$ cat config.mk
export PLATFORM = sky130hd
export DESIGN_NAME = golay_ctrl
export DESIGN_NICKNAME = d
export VERILOG_FILES = /design/src/rtl/golay_pkg.sv /design/src/rtl/golay_ctrl.sv
export SDC_FILE = /design/constraint.sdc
export NUM_CORES = 1
export LEC_CHECK = 0
export BUFFER_PORTS_ARGS = -buffer_cell sky130_fd_sc_hd__buf_2
export CORE_AREA = 2 2 39 41
export DETAILED_ROUTE_END_ITERATION = 10
export DIE_AREA = 0 0 41 43
export GPL_TIMING_DRIVEN = 0
export MAX_ROUTING_LAYER = met4
export SYNTH_ARGS = -nofsm -noshare
export SYNTH_HDL_FRONTEND = slang
export SYNTH_SLANG_ARGS = --single-unit
$ cat constraint.sdc
create_clock -name clk -period 0.8 [get_ports clk]
set_input_delay 0.16 -clock clk [delete_from_list [all_inputs] [get_ports clk]]
set_output_delay 0.16 -clock clk [all_outputs]
set_load 0.02 [all_outputs]
$ cat src/rtl/golay_pkg.sv
// ----------------------------------------------------------------------------
// golay_pkg
// shared types, constants and syndrome functions of the golay (24,12) codec
// ----------------------------------------------------------------------------
`timescale 1ns / 1ps
`default_nettype none

package golay_pkg;

  localparam int BODY_W = 23;
  localparam int DATA_W = 12;
  localparam int SYN_W  = 11;
  localparam int CODE_W = 24;
  localparam int CNT_W  = 4;
  localparam int TRIAL_W = 5;

  localparam logic [BODY_W-1:0] G24_POLY = 23'h000AE3;

  // last trial index: no flip, then a flip of each body bit
  localparam logic [TRIAL_W-1:0] LAST_TRIAL = TRIAL_W'(BODY_W);

  localparam logic [CNT_W-1:0] LIMIT_PLAIN   = 4'd3;
  localparam logic [CNT_W-1:0] LIMIT_FLIPPED = 4'd2;

  localparam logic OP_ENCODE = 1'b0;
  localparam logic OP_DECODE = 1'b1;

  typedef enum logic [0:0] {
    S_IDLE,
    S_RUN
  } state_t;

  typedef struct packed {
    logic load;
    logic step;
    logic store;
  } ctrl_cmd_t;

  typedef struct packed {
    logic finish;
  } dp_stat_t;

  typedef logic [BODY_W-1:0][SYN_W-1:0] col_tbl_t;

  // remainder of each single-bit word, evaluated at elaboration
  function automatic col_tbl_t build_cols();
    col_tbl_t cols;
    logic [BODY_W-1:0] w;
    for (int i = 0; i < BODY_W; i++) begin
      w = BODY_W'(1) << i;
      for (int k = 0; k < DATA_W; k++) begin
        if (w[0]) begin
          w = w ^ G24_POLY;
        end
        w = w >> 1;
      end
      cols[i] = w[SYN_W-1:0];
    end
    return cols;
  endfunction

  localparam col_tbl_t SYN_COLS = build_cols();

  // remainder is linear: xor of the columns of the set bits
  function automatic logic [SYN_W-1:0] syndrome(logic [BODY_W-1:0] w);
    logic [SYN_W-1:0] s;
    s = '0;
    for (int i = 0; i < BODY_W; i++) begin
      if (w[i]) begin
        s = s ^ SYN_COLS[i];
      end
    end
    return s;
  endfunction

  function automatic logic [CNT_W-1:0] ones11(logic [SYN_W-1:0] v);
    logic [CNT_W-1:0] n;
    n = '0;
    for (int i = 0; i < SYN_W; i++) begin
      n = n + CNT_W'(v[i]);
    end
    return n;
  endfunction

  function automatic logic [BODY_W-1:0] rotl23(logic [BODY_W-1:0] w, logic [TRIAL_W-1:0] r);
    logic [BODY_W-1:0] lo;
    logic [BODY_W-1:0] hi;
    lo = w << r;
    hi = w >> (TRIAL_W'(BODY_W) - r);
    return lo | hi;
  endfunction

  function automatic logic [BODY_W-1:0] rotr23(logic [BODY_W-1:0] w, logic [TRIAL_W-1:0] r);
    logic [BODY_W-1:0] lo;
    logic [BODY_W-1:0] hi;
    lo = w >> r;
    hi = w << (TRIAL_W'(BODY_W) - r);
    return lo | hi;
  endfunction

endpackage

`default_nettype wire

$ cat src/rtl/golay_ctrl.sv
// ----------------------------------------------------------------------------
// golay_ctrl
// sequencer: takes an item, steps the trial loop, hands off the result
// ----------------------------------------------------------------------------
`timescale 1ns / 1ps
`default_nettype none

module golay_ctrl (
  input  wire                   clk,
  input  wire                   rst,
  input  wire                   in_valid,
  output logic                  in_ready,
  output logic                  out_valid,
  input  wire                   out_ready,
  output golay_pkg::ctrl_cmd_t  cmd,
  input  golay_pkg::dp_stat_t   stat
);

  golay_pkg::state_t state;
  golay_pkg::state_t state_next;
  logic              out_valid_next;

  always_ff @(posedge clk) begin
    if (rst) begin
      state     <= golay_pkg::S_IDLE;
      out_valid <= 1'b0;
    end else begin
      state     <= state_next;
      out_valid <= out_valid_next;
    end
  end

  assign in_ready = (state == golay_pkg::S_IDLE) && !rst;

  always_comb begin
    state_next     = state;
    cmd            = '0;
    out_valid_next = out_valid && !out_ready;
    unique case (state)
      golay_pkg::S_IDLE: begin
        if (in_valid && in_ready) begin
          cmd.load   = 1'b1;
          state_next = golay_pkg::S_RUN;
        end
      end
      golay_pkg::S_RUN: begin
        if (!stat.finish) begin
          cmd.step = 1'b1;
        end else if (!out_valid || out_ready) begin
          cmd.store      = 1'b1;
          out_valid_next = 1'b1;
          state_next     = golay_pkg::S_IDLE;
        end
      end
      default: begin
        state_next = golay_pkg::S_IDLE;
      end
    endcase
  end

endmodule

`default_nettype wire

* Word level (Yosys, flattened, before mapping)
Cells that the tools add are included.
Storage, ports and cells: output and inout bits 5, input bits 5, logic and storage cells 22, bits in registers 2
Operators by class: bitwise operators 1, reductions and logical operators 7, muxes and demuxes 12
Operator list (count):
- $mux W1 | 10
- $logic_and A1 B1 Y1 | 3
- $logic_not A1 Y1 | 3
- $mux W2 | 1
- $pmux W1 S2 | 1
- $logic_or A1 B1 Y1 | 1
- $not A1 Y1 | 1

* Logic depth before layout (Yosys ltp)
Gate-level depths: netlist of run 1.
word-level depth 5, gate-level depth with buffers 2, depth with buffers taken out 2

* Worst setup path after synthesis of run 1
OpenSTA, ideal clock, no wires.
kind register to output, from reg state, to out cmd[2] in the netlist's numbering, arrival 0.924 ns, required time 0.640 ns, cell stages (with the launch flop) 3, path buffers 0, path slack -0.284 ns, cells stage by stage dfxtp_1 nor2_1 and2_1
RTL lines:
- start: declaration | line golay_ctrl.sv:19 | golay_pkg::state_t state;
- start signal: assignment | line golay_ctrl.sv:25 | state <= golay_pkg::S_IDLE;
- start signal: assignment | line golay_ctrl.sv:28 | state <= state_next;
- end: declaration | line golay_ctrl.sv:15 | output golay_pkg::ctrl_cmd_t cmd,

==> impl_metrics.toml, run 1 <==
[status]
outcome = "finished, violations left"
failed_checks = "setup timing"

[logic_synthesis]
synth.area.mux_share_pct = 0
ys_ff_latch = 2
synthXorXnorAreaFrac_pct = 0
synth_cell_types = 8
avgSynthCellArea_um2 = 8.872
synthSimpleGateAreaFrac_pct = 44.87
synthAdderAreaFrac_pct = 0
synth.net_count = 16
netlist_instances = 11
synth_compound_area_share_pct = 14.10
synth_top_family_by_area = "simple AND/OR/NAND/NOR gates"
syn_area_um2 = 97.59
synth-seq-area-share_pct = 41.03
ys_warn_count = 0

[grt]
grt_pass1_vias = 133
grt_overflow_total = 0
track_usage_pct = 3.893
grt_max_degree = 5
grt_pass1_wl_um = 434
antenna_found_initial = 0

[place]
gp_congestion = 0.5531
post_dp_cell_area_um2 = 185.2
dp_hpwl_um = 235.4
io_buffers = 9

[die]
rows = 14
die-area_um2 = 1763
pin_count = 10
die_h_um = 43
die_w_um = 41
initial_utilization_pct = 7.052
core_um2 = 1384

[hold_path]
holdPathEnd = "state"
holdPathStages = 2
hp-class = "input port to flop"
hp-start = "rst"

[finish]
layout_common_cells = "buf_2 (5), buf_6 (5), clkbuf_4 (3)"
postLayoutCellArea_um2 = 256.5
area_delta_synth_final_pct = 162.8
nNetsFinal = 32
num_antenna_cells = 0
drive_gt1_share_pct = 88.00

[clocking]
cts-buffers-inserted = 3
cts_tree = "yes"
clk_pin_slew_worst_paths_ns = 0.03
clk_latency_ns = 0.23
root_buffer = "clkbuf_4"
clock-sinks = 2
cts_buffer_depth = 2
htree_levels = 1
ctsHoldBuffers = 0

[drt]
wl_met3_um = 60
dr_wl_met2_um = 141
drtAntennaViolNets = 0
route.detailed.drc = 0
routed_wirelength_um = 313
wirelength_met1_um = 111
routed_via_density = 3.195
vias = 131
wl_per_cell_um = 7.634
first_pass_iters = 2
top_layer_used = "met3"
drtIter0Drc = 1

[sta]
fin_crit_sh_pct = 132.5
finalHoldViolCount = 0
maxSlewHeadroom_pct = 87.05
rsz0062_at_grt = "true"
period_needed_ns = 1.060
fmax_mhz = 943.3
setup_viol_count_final = 6
finalMaxSlewViolations = 0
skew_ns = 0.007945
tightest_slew_ns = 0.1929
timing.setup.tns_ns = -1.038
worst_slack_ns = -0.2602

[worst_setup_path]
r2r-start = "state"
rr_endpoint = "state"
cp-start-kind = "flop"
arrival_ns = 0.90
crit_slowest_cell = "dfxtp_4"
cp.required_ns = 0.64
crit_type = "flop to output pin"
ff2ff_setup_slack_ns = -0.07
end_kind = "output pin"
cp_slowest_stage_delay_ns = 0.35
worstRegToRegCells = 3
cp_max_fo = 4
crit_chain = "nor2_4 > and2_4 > buf_6"

[power]
p_leak_nw = 0.1216
p_per_area_nw_per_um2 = 1769
power_uw = 453.7
peakVddDrop_v = 0.0002337

[run]
drv.max_cap_violation_count = 0
[worst max path at each step]
stage          slack [ns]  cells past startpoint     end  startpoint
5_1_grt             -0.29                      3  cmd[2]       state
2_1_floorplan       -0.03                      2  cmd[2]       state
3_3_place_gp        -0.10                      3  cmd[0]       state
6_report            -0.26                      3  cmd[2]       state
3_5_place_dp        -0.09                      3  cmd[0]       state
4_1_cts             -0.27                      3  cmd[2]       state
[where the power goes]
group / switching [mW] / internal (mW)
Sequential: 0.00953 / 0.108
Combinational: 0.0470 / 0.0613
Clock: 0.0623 / 0.166
Total: 0.119 / 0.335
[timing repair]
action,in CTS,in global routing
gates resized for setup,10,1
endpoints found under the setup margin,5,6
pin swaps,0,1
gates cloned,0,0
buffers inserted,1,1
[cell type report]
| class | instances | area [µm²] |
|---|---|---|
| repair buffers | 11 | 88.84 |
| well taps | 16 | 20.02 |
| flip-flops and latches | 2 | 45.04 |
| multi-input cells | 9 | 80.08 |
| fillers | 156 | 1127 |
| clock buffers | 3 | 22.52 |
[cells by family (layout without fill, tap and decap cells)]
kind of cell | count (synthesis) | count (layout)
compound gates | 2 | 2
buf+inv | 0 | 14
flops | 2 | 2
simple gates | 7 | 7
[state kept, by name (all words and copies together) (netlist names)]
| name | flops |
|---|---|
| out_valid | 1 |
| state | 1 |
[worst max-delay path: cells and delay by family (launching register included)]
family / cells / cell delay [ns]
DFF: 1 / 0.35
buffers and inverters: 1 / 0.10
and+or+nand+nor: 2 / 0.22
[per-stage QoR]
step / hold WS (ns) / utilization (%) / setup slack, ns / cells
2_1_floorplan: 0.2217 / - / -0.03159 / 11
3_3_place_gp: 0.3812 / 13.38 / -0.1008 / 36
3_5_place_dp: 0.3829 / 13.38 / -0.09289 / 36
4_1_cts: 0.1405 / 17.72 / -0.2715 / 40
5_1_grt: 0.1501 / 18.54 / -0.2922 / 41
6_report: 0.1523 / 18.54 / -0.2602 / 41
[synth_stat cells]
cell,number,area (µm²)
a21oi_1,1,5.000
a311oi_1,1,8.760
and2_1,1,6.260
dfxtp_1,2,40.04
nand2_1,1,3.750
nand2b_4,1,13.76
nor2_1,2,7.510
nor2b_1,2,12.51
[routing by layer]
metal / GRT usage (%) / up-vias
met1: 1.905 / 58
met3: 3.141 / 0
met4: 4.000 / 0
met2: 6.250 / 8
met5: - / -
li1: - / 65
No activity file was read; power rests on OpenSTA's default activity.
==> run 2, diff against run 1 <==
==> constraint.sdc (replaced) <==
create_clock -name clk -period 1 [get_ports clk]
set_input_delay 0.2 -clock clk [delete_from_list [all_inputs] [get_ports clk]]
set_output_delay 0.2 -clock clk [all_outputs]
set_load 0.02 [all_outputs]
==> impl_metrics.toml, run 2 (synthesis gave the netlist of run 1 again) <==
[clocking]
root_buffer = "clkbuf_4"
clock-sinks = 2
cts_tree = "yes"
cts_buffer_depth = 2
clk_latency_ns = 0.23
htree_levels = 1
cts-buffers-inserted = 3
ctsHoldBuffers = 0
clk_pin_slew_worst_paths_ns = 0.03

[drt]
vias = 123
routed_via_density = 3.154
wl_per_cell_um = 7.513
route.detailed.drc = 0
drtAntennaViolNets = 0
routed_wirelength_um = 293
first_pass_iters = 1
drtIter0Drc = 0

[place]
io_buffers = 9
dp_hpwl_um = 224.6
post_dp_cell_area_um2 = 167.7
gp_congestion = 0.6116

[sta]
period_needed_ns = 1.108
rsz0062_at_grt = "true"
fin_crit_sh_pct = 110.8
worst_slack_ns = -0.1079
maxSlewHeadroom_pct = 87.97
skew_ns = 0.003921
finalHoldViolCount = 0
fmax_mhz = 902.6
finalMaxSlewViolations = 0
setup_viol_count_final = 4
tightest_slew_ns = 0.1792
fin_hold_ws_ns = 0.1845

[die]
core_um2 = 1384
pin_count = 10
die_w_um = 41
rows = 14
initial_utilization_pct = 7.052
die-area_um2 = 1763
die_h_um = 43

[grt]
grt_pass1_vias = 127
antenna_found_initial = 0
grt_overflow_total = 0
track_usage_pct = 4.615
grt_max_degree = 6
grt_pass1_wl_um = 469

[hold_path]
holdPathStages = 2
holdPathEnd = "state"
hp-class = "input port to flop"
hp-start = "rst"

[status]
outcome = "finished, violations left"
failed_checks = "setup timing"

[power]
power_frac_clock_pct = 51.9
p_per_area_nw_per_um2 = 1485
power_uw = 351.1
seqPwrFrac_pct = 27.0
p_int_uw = 257.1
p_leak_nw = 0.1161
swShare_pct = 26.77
peakVddDrop_v = 0.0003172
p_switching_uw = 94.00
p_comb_share_pct = 21.0

[finish]
top_regs = "out_valid x1, state x1"
area_delta_synth_final_pct = 142.3
postLayoutCellArea_um2 = 236.5
layout_common_cells = "buf_2 (6), clkbuf_4 (3), buf_6 (3)"
drive_gt1_share_pct = 86.96
final_common_cell = "buf_2"
num-fill-cells = 156
num_antenna_cells = 0
nNetsFinal = 30

[worst_setup_path]
ff2ff_setup_slack_ns = 0.26
end_kind = "output pin"
arrival_ns = 0.91
cp_max_fo = 5
r2r-start = "state"
cp.required_ns = 0.80
rr_endpoint = "state"
crit_type = "flop to output pin"
worstRegToRegCells = 2
cp-start-kind = "flop"

[run]
drv.max_cap_violation_count = 0
[run 2: per-stage QoR]
stage / setup slack, ns / setup TNS [ns] / instances / util, %
6_report: -0.1079 / -0.3049 / 39 / 17.09
5_1_grt: -0.1493 / -0.4841 / 39 / 17.09
4_1_cts: -0.1306 / -0.3730 / 39 / 15.37
3_5_place_dp: 0.03699 / 0 / 36 / 12.12
3_3_place_gp: 0.06186 / 0 / 36 / 12.12
2_1_floorplan: -0.01203 / -0.01203 / 11 / -
[run 2: how the worst max path moves through the flow]
stage                     endpoint   from  slack [ns]
after detailed placement    cmd[0]  state        0.04
after global placement      cmd[0]  state        0.06
final                       cmd[2]  state       -0.11
after global routing        cmd[2]  state       -0.15
after CTS                   cmd[2]  state       -0.13
after floorplan             cmd[2]  state       -0.01
[run 2: timing repair]
action	4_1_cts	5_1_grt
pin swaps	1	0
setup buffers	0	0
hold endpoints to repair	0	0
endpoints found under the setup margin	4	4
cloned	0	0
resized for setup	9	6
[run 2: final cells by class]
type                    count  area, µm²  share of cell area [%]
flip-flops and latches      2      45.04                   19.05
repair buffers              9      63.81                   26.98
multi-input cells           9      85.08                   35.98
well taps                  16      20.02                   8.466
clock buffers               3      22.52                   9.524
[run 2: per-layer routing]
metal  GRT usage, %  share of wire (%)  up-vias
met5              -                  0        -
met3          3.141                 14        0
met1          5.096                 49       51
met2          4.375                 37       10
met4          6.000                  0        0
li1               -                  -       62
[run 2: power groups by stage]
stage	Clock [mW]	Sequential (mW)	Combinational (mW)
4_1_cts	0.198	0.0927	0.0641
3_5_place_dp	0	0.0928	0.0555
6_report	0.182	0.0950	0.0739
5_1_grt	0.200	0.0960	0.0800
3_3_place_gp	0	0.0926	0.0545
2_1_floorplan	0	0.0945	0.0298
[run 2: worst max-delay path, stage by stage, from the launching register on]
cell and delay (ns):
dfxtp_4 0.36, nor2_4 0.08, and2_4 0.14, buf_6 0.10
==> run 3, diff against run 2 <==
--- a/config.mk
+++ b/config.mk
@@ -5,6 +5,7 @@
 export SDC_FILE = /design/constraint.sdc
 export NUM_CORES = 1
 export LEC_CHECK = 0
+export ABC_AREA = 1
 export BUFFER_PORTS_ARGS = -buffer_cell sky130_fd_sc_hd__buf_2
 export CORE_AREA = 2 2 39 41
 export DETAILED_ROUTE_END_ITERATION = 10
==> impl_metrics.toml, run 3 <==
[power]
p_comb_share_pct = 21.0
p_leak_nw = 0.1177
p_per_area_nw_per_um2 = 1470
seqPwrFrac_pct = 26.9
peakVddDrop_v = 0.0002674
power_frac_clock_pct = 52.1
p_switching_uw = 94.25
power_uw = 349.6
p_int_uw = 255.3
swShare_pct = 26.96

[logic_synthesis]
ys_warn_count = 0
synth.area.mux_share_pct = 0
async_flop_share_pct = 0
ys_top_cells_by_area = "dfxtp_1 (41%), nor2_1 (12%), a21oi_2 (9.0%)"
synth_common_cells = "nor2_1 (3), dfxtp_1 (2), inv_1 (2)"
synth.most_common_cell = "nor2_1"
ys_ff_latch = 2
synth.net_count = 18
synthSimpleGateAreaFrac_pct = 29.49
synth_compound_area_share_pct = 21.79
avgSynthCellArea_um2 = 7.507
synthAdderAreaFrac_pct = 0
synth_top_area_cell = "dfxtp_1"
synthXorXnorAreaFrac_pct = 0
synth-main-ff-cell = "dfxtp_1"
synth_edf_count = 0
synth_top_area_share_pct = 41.03
synth-seq-area-share_pct = 41.03
synth_top_family_by_area = "simple AND/OR/NAND/NOR gates"
synth_cell_types = 9
syn_area_um2 = 97.59
netlist_instances = 13

[grt]
grt_pass1_wl_um = 372
grt_overflow_total = 0
track_usage_pct = 4.615
use_met2_pct = 5.313
grtUsageMet3_pct = 7.853
grt_max_degree = 6
gr-usage-met1_pct = 1.274
grt_pass1_vias = 110
antenna_found_initial = 0
grt-busiest-layer = "met3"

[finish]
layout_common_cells = "buf_4 (6), buf_2 (4), nor2_1 (3), clkbuf_4 (3), inv_1 (2)"
area_delta_synth_final_pct = 143.6
top_regs = "out_valid x1, state x1"
num_antenna_cells = 0
num-fill-cells = 161
drive_gt1_share_pct = 66.67
register_area_um2 = 43.79
final_common_cell = "buf_4"
multi_input_area_um2 = 67.56
postLayoutCellArea_um2 = 237.7
nNetsFinal = 34

[worst_setup_path]
cp_max_fo = 5
crit_chain = "nand2_4 > a21oi_4 > buf_6"
cp_slowest_stage_delay_ns = 0.37
worstRegToRegCells = 4
crit_slowest_cell = "dfxtp_4"
crit_type = "flop to output pin"
critPathLaunch = "state"
arrival_ns = 0.92
end_kind = "output pin"
cp-start-kind = "flop"
cp.required_ns = 0.80
r2r-start = "state"

[sta]
tightest_slew_ns = 0.1750
rsz0062_at_grt = "true"
setup_viol_count_final = 4
fin_crit_sh_pct = 111.6
finalMaxSlewViolations = 0
finalHoldViolCount = 0
fmax_mhz = 895.7
worst_slack_ns = -0.1164
maxSlewHeadroom_pct = 88.32
skew_ns = 0.002999
fin_hold_ws_ns = 0.1868
period_needed_ns = 1.116

[drt]
drtIter0Drc = 5
route.detailed.drc = 0
routed_via_density = 3.279
wl_per_cell_um = 7.558
drtAntennaViolNets = 0
vias = 141
first_pass_iters = 4
routed_wirelength_um = 325

[clocking]
cts_tree = "yes"
htree_levels = 1
ctsHoldBuffers = 0
clk_latency_ns = 0.23
clk_pin_slew_worst_paths_ns = 0.03
root_buffer = "clkbuf_4"
cts_buffer_depth = 2
clock-sinks = 2
cts-buffers-inserted = 3

[hold_path]
holdPathStages = 2
hp-start = "rst"
hp-class = "input port to flop"

[die]
rows = 14
core_um2 = 1384
pin_count = 10
die_h_um = 43
die-area_um2 = 1763
initial_utilization_pct = 7.052
die_w_um = 41

[place]
io_buffers = 9
post_dp_cell_area_um2 = 167.7
gp_congestion = 0.4484
dp_hpwl_um = 204.2
preCtsSetupSlack_ns = 0.01841

[status]
failed_checks = "setup timing"
outcome = "finished, violations left"

[run]
drv.max_cap_violation_count = 0
-- run 3: critical path: cells and delay by family (launching register included) --
family / cells / cell delay, ns
simple gates: 1 / 0.06
compound gates: 1 / 0.13
flops: 1 / 0.37
buf+inv: 1 / 0.13
-- run 3: cell families after synthesis --
family,Yosys count
flip-flops,2
AO/OA/AOI/OAI,3
AND/OR/NAND/NOR,6
buffers and inverters,2
-- run 3: metal layers --
metal  share of wire, %  wire, µm  vias up
li1                   -         -       69
met5                  0         0        -
met3                 19        63        2
met1                 34       111       60
met2                 43       141       10
met4                2.5         8        0
-- run 3: final cells by class --
class                   instances  area share, %
clock buffers                   3          9.474
inverters                       2          3.158
multi-input cells               9          28.42
flip-flops and latches          2          18.42
well taps                      16          8.421
repair buffers                 11          32.11
-- run 3: final timing paths --
path / to / slack (ns)
max: cmd[0] / -0.12
min: out_valid / 0.19
max reg2reg: state / 0.18
min reg2reg: out_valid / 0.52
-- run 3: power by group through the flow --
stage	clock network [mW]	registers, mW	logic [mW]
2_1_floorplan	0	0.0948	0.0291
3_3_place_gp	0	0.0929	0.0537
3_5_place_dp	0	0.0932	0.0542
4_1_cts	0.193	0.0918	0.0633
5_1_grt	0.201	0.0948	0.0807
6_report	0.182	0.0940	0.0734
-- run 3: what timing repair did --
item | in CTS | in global routing
buffers inserted | 1 | 1
resized for setup | 6 | 4
endpoints found under the setup margin | 4 | 4
pin swaps | 1 | 2
-- run 3: metrics by stage --
step	cells	util, %	TNS, ns
after floorplan	13	-	0
final	43	17.18	-0.2899
after CTS	42	15.28	-0.2934
after global routing	43	17.18	-0.5394
after global placement	38	12.12	0
after detailed placement	38	12.12	0
